--- src/hdl/vvd_pkg.sv ---
// Package for the varint/varlong decoder: request and result structs,
// status codes and group constants. No dependencies.
package vvd_pkg;

	localparam int unsigned GROUP_BITS  = 7;
	localparam logic [3:0]  SHORT_LIMIT = 4'd5;
	localparam logic [3:0]  LONG_LIMIT  = 4'd10;

	localparam logic [1:0] ST_OK        = 2'd0;
	localparam logic [1:0] ST_TOO_LONG  = 2'd1;
	localparam logic [1:0] ST_TRUNCATED = 2'd2;

	typedef struct packed {
		logic [7:0] stream_byte;
		logic       buffer_end;
	} vvd_req_t;

	typedef struct packed {
		logic signed [63:0] decoded_value;
		logic [1:0]         status;
		logic [3:0]         bytes_used;
	} vvd_rsp_t;

endpackage

--- src/hdl/vvd_step.sv ---
// One decode step: merges a stream byte into the running value and decides
// whether a result is due. Depends on vvd_pkg.
module vvd_step (
	input  logic          long_mode,
	input  logic [63:0]   acc,
	input  logic [3:0]    group_count,
	input  vvd_pkg::vvd_req_t req,
	output logic          emit,
	output vvd_pkg::vvd_rsp_t rsp,
	output logic [63:0]   acc_next,
	output logic [3:0]    group_count_next
);
	import vvd_pkg::*;

	logic [3:0]  limit;
	logic [3:0]  used;
	logic [6:0]  shamt;
	logic [63:0] merged;

	assign limit  = long_mode ? LONG_LIMIT : SHORT_LIMIT;
	assign used   = group_count + 4'd1;
	assign shamt  = 7'(group_count) * 7'(GROUP_BITS);
	// group_count stays at or below 9, so the shift tops out at 63
	assign merged = acc | ({57'd0, req.stream_byte[6:0]} << shamt[5:0]);

	always_comb begin
		emit              = 1'b0;
		rsp.decoded_value = '0;
		rsp.status        = ST_OK;
		rsp.bytes_used    = used;
		acc_next          = '0;
		group_count_next  = '0;
		if (group_count >= limit) begin
			// mode lowered while a value was in flight
			emit       = 1'b1;
			rsp.status = ST_TOO_LONG;
		end else if (!req.stream_byte[7]) begin
			emit = 1'b1;
			if (long_mode) begin
				rsp.decoded_value = merged;
			end else begin
				rsp.decoded_value = {{32{merged[31]}}, merged[31:0]};
			end
		end else if (used >= limit) begin
			emit       = 1'b1;
			rsp.status = ST_TOO_LONG;
		end else if (req.buffer_end) begin
			emit       = 1'b1;
			rsp.status = ST_TRUNCATED;
		end else begin
			acc_next         = merged;
			group_count_next = used;
		end
	end

endmodule

--- src/hdl/varint_varlong_decoder.sv ---
// Varint/varlong decoder, one stream byte per request, 7-bit groups
// little-endian. Uses vvd_pkg and vvd_step.
//
// Channels:
//   req  - one stream byte plus a buffer_end flag per request (valid/ready).
//   rsp  - one decoded value, status and byte count per finished value or
//          failed attempt (valid/ready).
//   cfg  - single-bit long_mode register write (valid/ready, always ready).
//          long_mode 0 decodes 32-bit values of up to 5 bytes, sign-extended;
//          1 decodes 64-bit values of up to 10 bytes. Write only when idle.
// Path: a request enters the input register on acceptance; the decode step
//   runs on it once the result register is free or being taken, and a
//   finished value or failed attempt loads the result register onto rsp.
// Throughput: one byte per cycle while rsp is not stalled, with the
//   accumulate and shift into the 64-bit accumulator done combinationally.
// Reset clears long_mode, the accumulator, the group count and both valid
//   flags. When the receiver stalls, the result register holds, the input
//   register fills, and then req_ready drops until rsp is taken.
module varint_varlong_decoder (
	input  logic               clk,
	input  logic               arst_n,
	input  logic               req_valid,
	output logic               req_ready,
	input  vvd_pkg::vvd_req_t  req,
	output logic               rsp_valid,
	input  logic               rsp_ready,
	output vvd_pkg::vvd_rsp_t  rsp,
	input  logic               cfg_valid,
	output logic               cfg_ready,
	input  logic               cfg_data
);
	import vvd_pkg::*;

	logic        long_mode_q;
	logic [63:0] acc_q;
	logic [3:0]  group_count_q;
	logic        valid_s1;
	vvd_req_t    req_s1;
	logic        rsp_valid_q;
	vvd_rsp_t    rsp_q;

	logic        advance;
	logic        emit;
	vvd_rsp_t    step_rsp;
	logic [63:0] acc_next;
	logic [3:0]  group_count_next;

	assign advance   = valid_s1 && (!rsp_valid_q || rsp_ready);
	assign req_ready = !valid_s1 || advance;
	assign cfg_ready = 1'b1;
	assign rsp_valid = rsp_valid_q;
	assign rsp       = rsp_q;

	vvd_step u_step (
		.long_mode        (long_mode_q),
		.acc              (acc_q),
		.group_count      (group_count_q),
		.req              (req_s1),
		.emit             (emit),
		.rsp              (step_rsp),
		.acc_next         (acc_next),
		.group_count_next (group_count_next)
	);

	always_ff @(posedge clk or negedge arst_n) begin
		if (!arst_n) begin
			long_mode_q <= 1'b0;
		end else if (cfg_valid && cfg_ready) begin
			long_mode_q <= cfg_data;
		end
	end

	always_ff @(posedge clk or negedge arst_n) begin
		if (!arst_n) begin
			valid_s1 <= 1'b0;
		end else if (req_ready) begin
			valid_s1 <= req_valid;
		end
	end

	always_ff @(posedge clk) begin
		if (req_valid && req_ready) begin
			req_s1 <= req;
		end
	end

	always_ff @(posedge clk or negedge arst_n) begin
		if (!arst_n) begin
			acc_q         <= '0;
			group_count_q <= '0;
		end else if (advance) begin
			acc_q         <= acc_next;
			group_count_q <= group_count_next;
		end
	end

	always_ff @(posedge clk or negedge arst_n) begin
		if (!arst_n) begin
			rsp_valid_q <= 1'b0;
		end else begin
			// load a new result, else hold an untaken one
			rsp_valid_q <= (advance && emit) || (rsp_valid_q && !rsp_ready);
		end
	end

	always_ff @(posedge clk) begin
		if (advance && emit) begin
			rsp_q <= step_rsp;
		end
	end

	a_count_bound: assert property (@(posedge clk) disable iff (!arst_n)
		group_count_q <= 4'd9)
		else $error("group count beyond nine");

	a_clear_after_emit: assert property (@(posedge clk) disable iff (!arst_n)
		advance && emit |=> group_count_q == 4'd0 && acc_q == 64'd0)
		else $error("state not cleared after a result");

	a_error_zero: assert property (@(posedge clk) disable iff (!arst_n)
		rsp_valid_q && rsp_q.status != ST_OK |-> rsp_q.decoded_value == 64'sd0)
		else $error("error result carries a nonzero value");

	a_s1_hold: assert property (@(posedge clk) disable iff (!arst_n)
		valid_s1 && !advance |=> valid_s1 && $stable(req_s1))
		else $error("input register changed while stalled");

endmodule

--- config.mk ---
export PLATFORM = sky130hd
export DESIGN_NAME = varint_varlong_decoder
export DESIGN_NICKNAME = d
export VERILOG_FILES = /design/src/hdl/vvd_pkg.sv /design/src/hdl/vvd_step.sv /design/src/hdl/varint_varlong_decoder.sv
export SDC_FILE = /design/constraint.sdc
export NUM_CORES = 1
export LEC_CHECK = 0
export BUFFER_PORTS_ARGS = -buffer_cell sky130_fd_sc_hd__clkbuf_2
export CELL_PAD_IN_SITES_DETAIL_PLACEMENT = 1
export CELL_PAD_IN_SITES_GLOBAL_PLACEMENT = 1
export CORE_ASPECT_RATIO = 1.25
export CORE_MARGIN = 2
export CORE_UTILIZATION = 39
export DETAILED_ROUTE_END_ITERATION = 8
export PLACE_DENSITY = 0.69
export SETUP_SLACK_MARGIN = 0.05
export SKIP_LAST_GASP = 1
export SYNTH_ARGS = -nofsm -noshare
export SYNTH_HDL_FRONTEND = slang
export SYNTH_SLANG_ARGS = --single-unit
--- constraint.sdc ---
create_clock -name clk -period 5.8 [get_ports clk]
set_clock_uncertainty 0.05 [all_clocks]
set_input_delay 0.29 -clock clk [delete_from_list [all_inputs] [get_ports clk]]
set_output_delay 0.29 -clock clk [all_outputs]
set_load 0.01 [all_outputs]
# Word level (Yosys, flattened, before mapping)
# Cells that the tools add are included.
totals:
  register_bits: 150
  word_cells: 47
classes:
  n_addsub: 1
  multipliers: 1
  order_cmp: 2
  n_shift: 1
  muxes: 17
  bitwise: 2
  reduce_logical: 12
ops:
  columns: ["operator", "count"]
  rows:
  - ["$mux 64", 5]
  - ["$or 64x64->64", 1]
  - ["$shl 7x6->64", 1]
  - ["$mux 4", 5]
  - ["$ge 4x4->1", 2]
  - ["$mul 4x3->6 const B", 1]
  - ["$mux 1", 6]
  - ["$add 4x1->4 const B", 1]
  - ["$logic_and 1x1->1", 4]
  - ["$logic_not 1->1", 3]
  - ["$logic_or 1x1->1", 3]
  - ["$reduce_or 3->1", 1]
  - ["$mux 2", 1]
  - ["$reduce_or 2->1", 1]
  - ["$not 1->1", 1]

# Logic depth before layout (Yosys ltp)
# Gate-level depths: netlist of run 1.
depth:
  word_depth: 7
  depth_mapped: 12
  ltp_nobuf: 10

# Hierarchy
# From an unflattened synthesis of run 1, not the netlist that was laid out.
hier_totals:
  cells_unflattened: 610
  hier_area_um2: 7345.8
modules_own_cells:
  columns: ["module", "instances", "cells_per_inst", "area_each_um2"]
  rows:
  - ["varint_varlong_decoder", 1, 237, 5124.9]
  - ["vvd_step", 1, 373, 2220.9]

# Worst setup path before layout of run 1
# No wires, ideal clock.
synth_timing:
  kind: "reg-to-reg"
  startpoint: "reg group_count_q[0]"
  endpoint: "reg rsp_q, in the netlist rsp[0] (enable)"
  arrival_ns: 4.070
  required_time_ns: 5.288
  path_slack_ns: 1.218
  path_stages_with_launch: 12
  path_cell_list: "dfrtp_1 > buf_4 > clkbuf_1 > nand2_1 > xnor2_1 > ha_1 > o21a_1 > o22ai_1 > o2111ai_1 > nand2_1 > inv_2 > clkbuf_1"
synth_rtl:
  columns: ["element", "line_no", "rtl"]
  rows:
  - ["start: declaration", "varint_varlong_decoder.sv:36", "logic [3:0] group_count_q;"]
  - ["start signal: assignment", "varint_varlong_decoder.sv:93", "group_count_q <= group_count_next;"]
  - ["end signal: assignment", "varint_varlong_decoder.sv:108", "rsp_q <= step_rsp;"]
  - ["end: declaration", "varint_varlong_decoder.sv:40", "vvd_rsp_t rsp_q;"]

==> results of run 1 <==
## Yosys cell counts (all sizes together) (5+ instances only)
| cell type | number |
|---|---|
| edfxtp | 79 |
| a21oi | 57 |
| nand2b | 6 |
| buf | 17 |
| nor2 | 96 |
| o22ai | 24 |
| o21ai | 6 |
| ha | 14 |
| mux2 | 7 |
| inv | 16 |
| nand2 | 36 |
| o221ai | 5 |
| nand3 | 21 |
| dfrtp | 71 |
| clkbuf | 33 |
| and2 | 10 |
| a31oi | 73 |
| mux2i | 8 |
| a221oi | 6 |
## flip-flops by register name, indices dropped and copies added (netlist names)
register       flops
valid_s1           1
req_s1             9
rsp               70
acc_q             64
rsp_valid          1
long_mode_q        1
group_count_q      4
## where the power goes
part	internal (uW)	leakage (uW)	switching, uW	total [uW]
sequential	1260	0.00176	58.4	1320
combinational	204	0.00139	467	672
clock	624	0.000262	424	1050
## kinds of logic after synthesis
logic type | Yosys count | synth area share
DFF | 150 | 0.591
and+or+nand+nor | 192 | 0.121
muxes | 16 | 0.0259
buffers and inverters | 67 | 0.0432
AOI/OAI and AO/OA | 193 | 0.177
adders and majority gates | 18 | 0.0364
other | 1 | 0.000535
xor gates and xnor gates | 4 | 0.00499
## final cells by class
class,count,area [um2],share of cell area
sequential,150,4150,0.506
clock buffer,20,437,0.0533
timing repair buffer,103,583,0.0711
clock inverter,11,109,0.0133
multi-input combinational,424,2570,0.314
inverter,17,66.3,0.00809
tap,224,280,0.0342
## layer usage
layer	GRT usage	wire (um)	share of wire
met1	0.264	8120	0.43
met4	0.0942	558	0.029
met3	0.0356	602	0.032
met5	0	0	0
met2	0.360	9720	0.51
## worst paths after layout
check                            startpoint     endpoint  slack, ns  depth (start not counted)
min                               req_valid     valid_s1       0.02                          2
min reg2reg                       acc_q[46]    acc_q[46]       0.44                          2
max in group asynchronous            arst_n    acc_q[33]       4.99                          2
max reg2reg                group_count_q[0]      rsp[63]       1.40                          8
max                        group_count_q[0]      rsp[63]       1.40                          8
min in group asynchronous            arst_n  long_mode_q       0.04                          2
## metrics by stage
stage	total power [uW]	instances	hold WS [ns]	instance area (um2)	setup WS (ns)
floorplan	1770	641	-0.0556	7020	1.22
global placement	1980	908	0.418	7550	1.56
detailed placement	2010	908	0.420	7550	1.42
CTS	3070	949	0.00807	8200	1.40
global route	3190	949	0.0289	8200	1.02
finish	3040	949	0.0214	8200	1.40
## timing repair
| item | 4_1_cts | 5_1_grt |
|---|---|---|
| gates resized for setup | 0 | 0 |
| hold buffers | 10 | 0 |
| hold endpoints to repair | 10 | 0 |
==> flow_metrics.py, run 1 <==
metrics = {
    "run_status": {
        "outcome": "complete, no violations",
    },
    "synthesis": {
        "synth_cell_types": 54,
        "synth_largest_type_area_fraction": 0.338,
        "postSynthCellCount": 641,
        "netlist.top_cell.by_area": "sky130_fd_sc_hd__edfxtp_1",
        "synth_nets": 674,
        "dominantRegCellSynth": "sky130_fd_sc_hd__edfxtp_1",
        "yosysWarnings": 0,
        "syn_area_per_cell_um2": 10.9,
        "synth_top_cells_by_area": "sky130_fd_sc_hd__edfxtp_1 34%, sky130_fd_sc_hd__dfrtp_1 25%, sky130_fd_sc_hd__a31oi_1 6.5%, sky130_fd_sc_hd__nor2_1 5.1%, sky130_fd_sc_hd__a21oi_1 4.1%",
        "synth-seq-area-share": 0.591,
        "synth-seq-cells": 150,
        "asyncSetResetFlopFracSynth": 0.473,
        "synth-edff-count": 79,
        "netlist_area_um2": 7020,
    },
    "worst_setup_path": {
        "path_class": "flop to flop",
        "crit_path_cell_trace": "ha_1 > ha_1 > a21boi_0 > o22ai_1 > o2111ai_1 > nand2_1 > inv_4 > buf_4",
        "critPathRequiredTime_ns": 5.82,
        "cpMaxStageDelayCell": "sky130_fd_sc_hd__dfrtp_1",
        "cp-end-kind": "flop",
        "kind_of_start_point_of_the_critical_path": "flop",
        "cell_repeated_most_along_the_worst_path": "sky130_fd_sc_hd__ha_1",
        "worstPathMaxFanout": 86,
        "critPathTopFamily": "buffers and inverters",
        "path_buf_inv": 2,
        "arrival_ns": 4.42,
        "slowest_delay_ns": 0.82,
    },
    "die": {
        "start_util": 0.399,
        "floorplan.die.width_um": 124,
        "core.rowCount": 54,
        "top_ports": 88,
        "core_area_um2": 17600,
        "die_height_um": 154,
        "die-area_um2": 19100,
    },
    "worst_hold_path": {
        "hold_path.class": "input pin to flop",
    },
    "power": {
        "irDropWorstVdd_v": 0.000179,
        "power.density_cell_area_nw_per_um2": 371,
        "p_leak_uw": 0.00341,
    },
    "layout": {
        "layout.cells.most_common": "sky130_fd_sc_hd__nor2_1",
        "post-route-util": 0.467,
        "final_layout_size_suffix_gt1_frac": 0.185,
        "layout.cells.most_common_list": "96 x sky130_fd_sc_hd__nor2_1, 85 x sky130_fd_sc_hd__clkbuf_2, 79 x sky130_fd_sc_hd__edfxtp_1",
        "num-fill-cells": 1935,
        "design.final.nets": 746,
        "num_antenna_cells": 0,
        "syn2layout_area_growth_pct": 16.9,
    },
    "drt": {
        "dr.first_iter.drc_count": 427,
        "post_route_drc_violation_count": 0,
        "avgViaCountPerCell": 5.72,
        "drt_first_pass_iters": 5,
        "antenna_left": 0,
        "wl_per_cell_um": 20.0,
        "vias": 5427,
        "postRouteWirelength_um": 19000,
    },
    "clock_network": {
        "clock_path_buffers": 2,
        "clock_latency_ns": 0.43,
        "number_of_buffers_added_by_the_clock_tree_synthesis_step": 17,
        "cts-root-buf": "sky130_fd_sc_hd__clkbuf_16",
        "cts.clk_slew.worst_paths_ns": 0.06,
        "htreeDepth": 4,
        "tritoncts_num_sinks": 150,
        "cts_tree": "yes",
        "post_cts.repair.setup_buffers": 0,
    },
    "global_routing": {
        "maximum_number_of_pins_on_one_net_before_global_route_repair": 87,
        "grt_util_all_layers": 0.213,
        "grt_first_pass_wirelength_um": 30800,
        "number_of_antenna_violations_at_the_first_check_in_global_routing": 0,
        "grt_overflow": 0,
        "vias_in_the_first_global_route": 5710,
    },
    "timing": {
        "setup_viol": 0,
        "worst_slew_margin_rel": 0.314,
        "report.final.hold_viol_count": 0,
        "grt_setup_unrepaired": "false",
        "fin_crit_sh": 0.758,
        "crit_path_time_final_ns": 4.40,
        "worst_slew_pin_slew_ns": 1.03,
        "final_max_slew_viol_count": 0,
        "finalSetupTns_ns": 0,
        "fmaxAchievable_ghz": 0.227,
    },
    "placed_design": {
        "placement.io_buffers": 86,
        "dpl.hpwl_um": 12600,
        "gpl.final_weighted_congestion": 0.826,
    },
    "flow_run": {
        "max_cap_violations": 0,
    },
}
No activity file was read; power rests on OpenSTA's default activity.
==> run 2, diff against run 1 <==
- ABC_AREA: default -> 1
- PLACE_DENSITY: 0.69 -> 0.73
- clock period: 5.8 -> 4 ns (I/O delays scaled with it)
==> run 2 against run 1 <==
Synthesized cell count up 25%. Clock power up 56%. Via count up 9.7%. Cell count up 20%. Combinational power up 99%. Critical path type unchanged. Highest routed layer unchanged. Largest cell class unchanged. Global-route usage up 0.095 points.
==> flow_metrics.py, run 2 <==
metrics = {
    "run_status": {
        "outcome": "complete, no violations",
    },
    "synthesis": {
        "synth-edff-count": 79,
        "syn_area_per_cell_um2": 9.39,
        "postSynthCellCount": 800,
        "synth_largest_type_area_fraction": 0.316,
        "synth_top_cells_by_area": "sky130_fd_sc_hd__edfxtp_1 32%, sky130_fd_sc_hd__dfrtp_1 24%, sky130_fd_sc_hd__nand2_1 6.9%, sky130_fd_sc_hd__nand3_1 5.0%, sky130_fd_sc_hd__nor2_1 4.5%",
        "synth_top_cells_by_count": "138 x sky130_fd_sc_hd__nand2_1, 91 x sky130_fd_sc_hd__nor2_1, 81 x sky130_fd_sc_hd__inv_1",
        "dominantRegCellSynth": "sky130_fd_sc_hd__edfxtp_1",
        "synth-seq-cells": 150,
        "yosysWarnings": 0,
        "asyncSetResetFlopFracSynth": 0.473,
        "synth_cell_types": 41,
        "netlist.top_cell.by_area": "sky130_fd_sc_hd__edfxtp_1",
        "synth-seq-area-share": 0.552,
        "synth_nets": 833,
        "yosys.cell_count.top_type": "sky130_fd_sc_hd__nand2_1",
        "netlist_area_um2": 7510,
    },
    "worst_setup_path": {
        "worstReg2RegStart": "group_count_q[0]",
        "path_buf_inv": 3,
        "slowest_delay_ns": 0.60,
        "cpMaxStageDelayCell": "sky130_fd_sc_hd__fa_1",
        "cp-end-kind": "flop",
        "worst_setup_path_startpoint": "group_count_q[0]",
        "path_class": "flop to flop",
        "kind_of_start_point_of_the_critical_path": "flop",
        "worstPathMaxFanout": 31,
        "critPathRequiredTime_ns": 4.24,
        "crit_path_cell_trace": "fa_1 > ha_1 > inv_1 > fa_1 > xor2_1 > inv_2 > nor2_2 > inv_1 > o21ai_0 > nand2_1 > a21oi_2",
        "arrival_ns": 3.77,
        "critPathTopFamily": "adder cells",
        "regToRegSetupSlack_ns": 0.47,
    },
    "timing": {
        "fmaxAchievable_ghz": 0.284,
        "final_max_slew_viol_count": 0,
        "fin_crit_sh": 0.881,
        "worst_slew_margin_rel": 0.497,
        "timing.final.ws_setup_ns": 0.474,
        "worst_slew_pin_slew_ns": 0.754,
        "crit_path_time_final_ns": 3.53,
        "grt_setup_unrepaired": "false",
        "report.final.hold_viol_count": 0,
        "setup_viol": 0,
        "finalSetupTns_ns": 0,
    },
    "layout": {
        "num_antenna_cells": 0,
        "design.final.nets": 924,
        "syn2layout_area_growth_pct": 18.0,
        "layout.cells.most_common_list": "137 x sky130_fd_sc_hd__nand2_1, 91 x sky130_fd_sc_hd__nor2_1, 85 x sky130_fd_sc_hd__clkbuf_2",
        "flip_flop_count_of_the_largest_register_all_copies_and_words_added": 70,
        "post-route-util": 0.471,
        "layout.cells.most_common": "sky130_fd_sc_hd__nand2_1",
        "final_layout_size_suffix_gt1_frac": 0.210,
    },
    "global_routing": {
        "maximum_number_of_pins_on_one_net_before_global_route_repair": 64,
        "grt_util_all_layers": 0.214,
        "number_of_antenna_violations_at_the_first_check_in_global_routing": 0,
        "grt_first_pass_wirelength_um": 33600,
        "vias_in_the_first_global_route": 6316,
        "grt_overflow": 0,
    },
    "clock_network": {
        "number_of_buffers_added_by_the_clock_tree_synthesis_step": 17,
        "cts-root-buf": "sky130_fd_sc_hd__clkbuf_16",
        "cts_tree": "yes",
        "clock_path_buffers": 2,
        "cts.clk_slew.worst_paths_ns": 0.07,
        "post_cts.repair.setup_buffers": 0,
        "cts_hold_buf": 14,
        "clock_latency_ns": 0.43,
        "tritoncts_num_sinks": 150,
        "cts_resized": 0,
        "htreeDepth": 4,
    },
    "placed_design": {
        "placement.io_buffers": 86,
        "dpl.hpwl_um": 13900,
        "dp_worst_setup_slack_ns": 0.476,
        "gpl.final_weighted_congestion": 0.809,
    },
    "drt": {
        "wl_per_cell_um": 18.3,
        "vias": 5951,
        "dr.first_iter.drc_count": 365,
        "drt_first_pass_iters": 4,
        "avgViaCountPerCell": 5.24,
        "antenna_left": 0,
        "postRouteWirelength_um": 20800,
        "post_route_drc_violation_count": 0,
    },
    "die": {
        "top_ports": 88,
        "floorplan.die.width_um": 128,
        "core.rowCount": 56,
        "die-area_um2": 20400,
        "die_height_um": 159,
        "core_area_um2": 18800,
        "start_util": 0.399,
    },
    "worst_hold_path": {
        "hold_path.class": "input pin to asynchronous set/reset pin",
    },
    "power": {
        "irDropWorstVdd_v": 0.000287,
        "power.density_cell_area_nw_per_um2": 559,
        "p_leak_uw": 0.00391,
    },
    "flow_run": {
        "max_cap_violations": 0,
    },
}
-- run 2: cell count changes in the layout (fill, tap and decap cells not counted), moves of 21 or more --
cell,delta
sky130_fd_sc_hd__a31oi_1,-71
sky130_fd_sc_hd__a21oi_2,+32
sky130_fd_sc_hd__nand2_1,+101
sky130_fd_sc_hd__nand3_1,+54
sky130_fd_sc_hd__inv_1,+66
sky130_fd_sc_hd__o22ai_1,-21
sky130_fd_sc_hd__o21ai_0,+44
-- run 2: cell type report --
| class | count | area [um2] |
|---|---|---|
| clock buffer | 17 | 425 |
| sequential | 150 | 4150 |
| timing repair buffer | 120 | 746 |
| clock inverter | 15 | 169 |
| inverter | 87 | 330 |
| tap | 232 | 290 |
| multi-input combinational | 515 | 2760 |
| fill | 2167 | 9980 |
-- run 2: final timing paths --
| path | cells after the start | endpoint |
|---|---|---|
| max in group asynchronous | 3 | acc_q[46] |
| hold reg to reg | 2 | acc_q[9] |
| hold / removal | 2 | acc_q[54] |
| min in group clk | 2 | req_s1[3] |
| setup / recovery | 11 | rsp[62] |
| setup reg to reg | 11 | rsp[62] |
-- run 2: logic make-up (layout without fill, tap and decap cells) --
| kind of cell | Yosys count | after routing | share of synthesized area |
|---|---|---|---|
| AND/OR/NAND/NOR | 337 | 337 | 0.197 |
| AO/OA/AOI/OAI | 154 | 154 | 0.128 |
| flip-flops | 150 | 150 | 0.552 |
| buffers and inverters | 135 | 239 | 0.0808 |
| adder cells (fa/ha/maj) | 18 | 18 | 0.0340 |
| XOR/XNOR | 3 | 3 | 0.00350 |
| multiplexers | 2 | 2 | 0.00366 |
| other | 1 | 1 | 0.000499 |
-- run 2: stage by stage --
stage          hold WS [ns]  instances  power [uW]  cell area, um2
2_1_floorplan        -0.146        800        2840            7510
3_3_place_gp          0.259       1090        3300            8140
3_5_place_dp          0.264       1090        3330            8140
4_1_cts               0.363       1136        4990            8870
5_1_grt               0.417       1136        5220            8870
6_report              0.328       1136        4960            8870
-- run 2: per-layer routing --
metal / part of all wire / GRT usage / vias to the layer above
li1: - / - / 2823
met1: 0.42 / 0.263 / 2972
met2: 0.53 / 0.378 / 128
met3: 0.034 / 0.0316 / 28
met4: 0.022 / 0.0754 / 0
met5: 0 / 0 / -
-- run 2: where the power goes --
part           internal [uW]  switching (uW)
sequential              1890            88.0
clock                    935             709
combinational            379             964
==> run 3, diff against run 2 <==
- BUFFER_PORTS_ARGS: -buffer_cell sky130_fd_sc_hd__clkbuf_2 -> default
- CTS_BUF_LIST: default -> sky130_fd_sc_hd__clkbuf_16
- DONT_BUFFER_PORTS: default -> 1
- PLACE_DENSITY: 0.73 -> 0.68
- clock period: 4 -> 2.8 ns (I/O delays scaled with it)
==> run 3 against run 2 <==
The run now ends with negative setup slack left. Final area up 18%. Worst setup slack worse by 0.60 ns. Fmax up 21%. Clock power up 30%. Non-clock buffer count up 12. Sequential cell count unchanged. Worst hold slack worse by 0.16 ns. Combinational power up 130%. Total power up 64%.
==> flow_metrics.py, run 3 (same netlist as run 2, synthesis figures left out) <==
metrics = {
    "run_status": {
        "outcome": "finished with violations",
        "violations": "negative setup slack",
    },
    "layout": {
        "num-fill-cells": 1983,
        "total_area_of_multi_input_combinational_cells_um2": 3510,
        "syn2layout_area_growth_pct": 39.3,
        "final_layout_size_suffix_gt1_frac": 0.354,
        "finish.cell_count_without_fillers": 1151,
        "design.final.nets": 939,
        "flip_flop_count_of_the_largest_register_all_copies_and_words_added": 70,
        "sequential_cell_area_um2": 4150,
        "layout.cells.most_common_list": "116 x sky130_fd_sc_hd__nand2_1, 79 x sky130_fd_sc_hd__edfxtp_1, 76 x sky130_fd_sc_hd__inv_1",
        "post-route-util": 0.556,
        "num_antenna_cells": 0,
        "layout.cells.most_common": "sky130_fd_sc_hd__nand2_1",
    },
    "timing": {
        "setup_viol": 80,
        "final_max_slew_viol_count": 0,
        "crit_path_time_final_ns": 2.92,
        "fin_crit_sh": 1.04,
        "worst_slew_margin_rel": 0.588,
        "report.final.hold_viol_count": 0,
        "grt_setup_unrepaired": "true",
        "timing.final.ws_setup_ns": -0.122,
        "worst_slew_pin_slew_ns": 0.616,
        "fin_hold_ws_ns": 0.168,
        "fmaxAchievable_ghz": 0.342,
        "finalSetupTns_ns": -4.59,
    },
    "die": {
        "die_height_um": 159,
        "start_util": 0.399,
        "core.rowCount": 56,
        "die-area_um2": 20400,
        "floorplan.die.width_um": 128,
        "top_ports": 88,
        "core_area_um2": 18800,
    },
    "clock_network": {
        "clock_latency_ns": 0.45,
        "clock_path_buffers": 2,
        "tritoncts_num_sinks": 150,
        "number_of_buffers_added_by_the_clock_tree_synthesis_step": 17,
        "cts-root-buf": "sky130_fd_sc_hd__clkbuf_16",
        "cts_tree": "yes",
        "cts.clk_slew.worst_paths_ns": 0.06,
        "htreeDepth": 4,
    },
    "placed_design": {
        "dp_cells": 1067,
        "gpl.final_weighted_congestion": 0.887,
        "placement.io_buffers": 0,
        "dpl.hpwl_um": 15500,
    },
    "drt": {
        "vias": 6044,
        "drt_first_pass_iters": 5,
        "avgViaCountPerCell": 5.25,
        "post_route_drc_violation_count": 0,
        "dr.first_iter.drc_count": 315,
        "postRouteWirelength_um": 24100,
        "wl_per_cell_um": 21.0,
        "antenna_left": 0,
    },
    "worst_setup_path": {
        "critPathRequiredTime_ns": 3.04,
        "kind_of_start_point_of_the_critical_path": "flop",
        "arrival_ns": 3.17,
        "worstPathMaxFanout": 9,
        "slowest_delay_ns": 0.55,
        "cp-end-kind": "flop",
        "crit_path_cell_trace": "fa_1 > ha_2 > inv_2 > fa_2 > buf_4 > inv_6 > nand3_4 > o21bai_4 > nand2_8 > clkbuf_16 > a21oi_2",
        "path_class": "flop to flop",
        "cpMaxStageDelayCell": "sky130_fd_sc_hd__fa_1",
    },
    "power": {
        "power.density_cell_area_nw_per_um2": 778,
        "swShare": 0.364,
        "combinationalPowerShare": 0.378,
        "net-switching-power_uw": 2960,
        "irDropWorstVdd_v": 0.000464,
        "p_leak_uw": 0.00437,
        "p_total_uw": 8140,
        "p_seq_frac": 0.360,
        "p_int_uw": 5180,
        "clkPwrFrac": 0.262,
    },
    "global_routing": {
        "number_of_antenna_violations_at_the_first_check_in_global_routing": 0,
        "maximum_number_of_pins_on_one_net_before_global_route_repair": 72,
        "grt_overflow": 0,
        "grt_util_all_layers": 0.242,
        "vias_in_the_first_global_route": 6585,
        "grt_first_pass_wirelength_um": 37300,
    },
    "flow_run": {
        "max_cap_violations": 0,
    },
    "worst_hold_path": {
        "hold_path.class": "input pin to asynchronous set/reset pin",
    },
}
-- run 3: changes by cell type in the layout (fill, tap and decap cells not counted), sizes merged --
cell,before,now
bufbuf,0,5
inv,91,92
bufinv,2,1
clkbuf,102,19
buf,21,110
dlygate4sd3,14,15
clkinv,7,10
-- run 3: per-layer routing --
| metal | GRT usage | vias to the layer above | share of wire |
|---|---|---|---|
| met5 | 0 | - | 0 |
| met3 | 0.0437 | 43 | 0.034 |
| met4 | 0.0949 | 0 | 0.031 |
| li1 | - | 2876 | - |
| met2 | 0.427 | 127 | 0.53 |
| met1 | 0.292 | 2998 | 0.40 |
-- run 3: stage by stage --
step,area [um2],setup slack (ns)
global route,10500,-0.251
floorplan,7570,0.0429
CTS,10100,-0.131
detailed placement,8290,-0.249
finish,10500,-0.122
global placement,8290,-0.205
-- run 3: path summary, 6_finish.rpt --
path / start / to / slack (ns) / cells after the start
max: group_count_q[0] / rsp[51] / -0.12 / 11
min: arst_n / valid_s1 / 0.17 / 2
max reg2reg: group_count_q[0] / rsp[51] / -0.12 / 11
min reg2reg: acc_q[4] / acc_q[4] / 0.45 / 2
max in group asynchronous: arst_n / group_count_q[1] / 2.13 / 2
min in group clk: req[1] / req_s1[1] / 0.28 / 1
-- run 3: final cells by class --
type                            instances  area share
Clock inverter                         15      0.0110
Tap cell                              232      0.0277
Timing Repair inverter                  3     0.00275
Multi-Input combinational cell        515       0.336
Timing Repair Buffer                  132       0.151
Sequential cell                       150       0.396
Inverter                               87      0.0344
Clock buffer                           17      0.0406
-- run 3: critical path: cells and delay by family (launching register included) --
kind,cells,cell delay [ns]
AO/OA/AOI/OAI,2,0.34
adder cells (fa/ha/maj),3,1.22
buffers and inverters,4,0.54
flip-flops,1,0.40
AND/OR/NAND/NOR,2,0.22
-- run 3: repair_timing --
item                                    4_1_cts  5_1_grt
resized for setup                           165       65
hold buffers                                 16        0
cloned                                       12        2
pin swaps                                    52       39
hold endpoints to repair                     83        0
setup buffers                                20        4
endpoints found under the setup margin      196      202
-- run 3: power groups by stage --
stage	Sequential (uW)	Combinational [uW]	Clock, uW
2_1_floorplan	2930	1140	0
3_5_place_dp	2980	1970	0
6_report	2930	3070	2140
5_1_grt	2970	3290	2250
4_1_cts	2940	2900	2170
3_3_place_gp	2970	1930	0
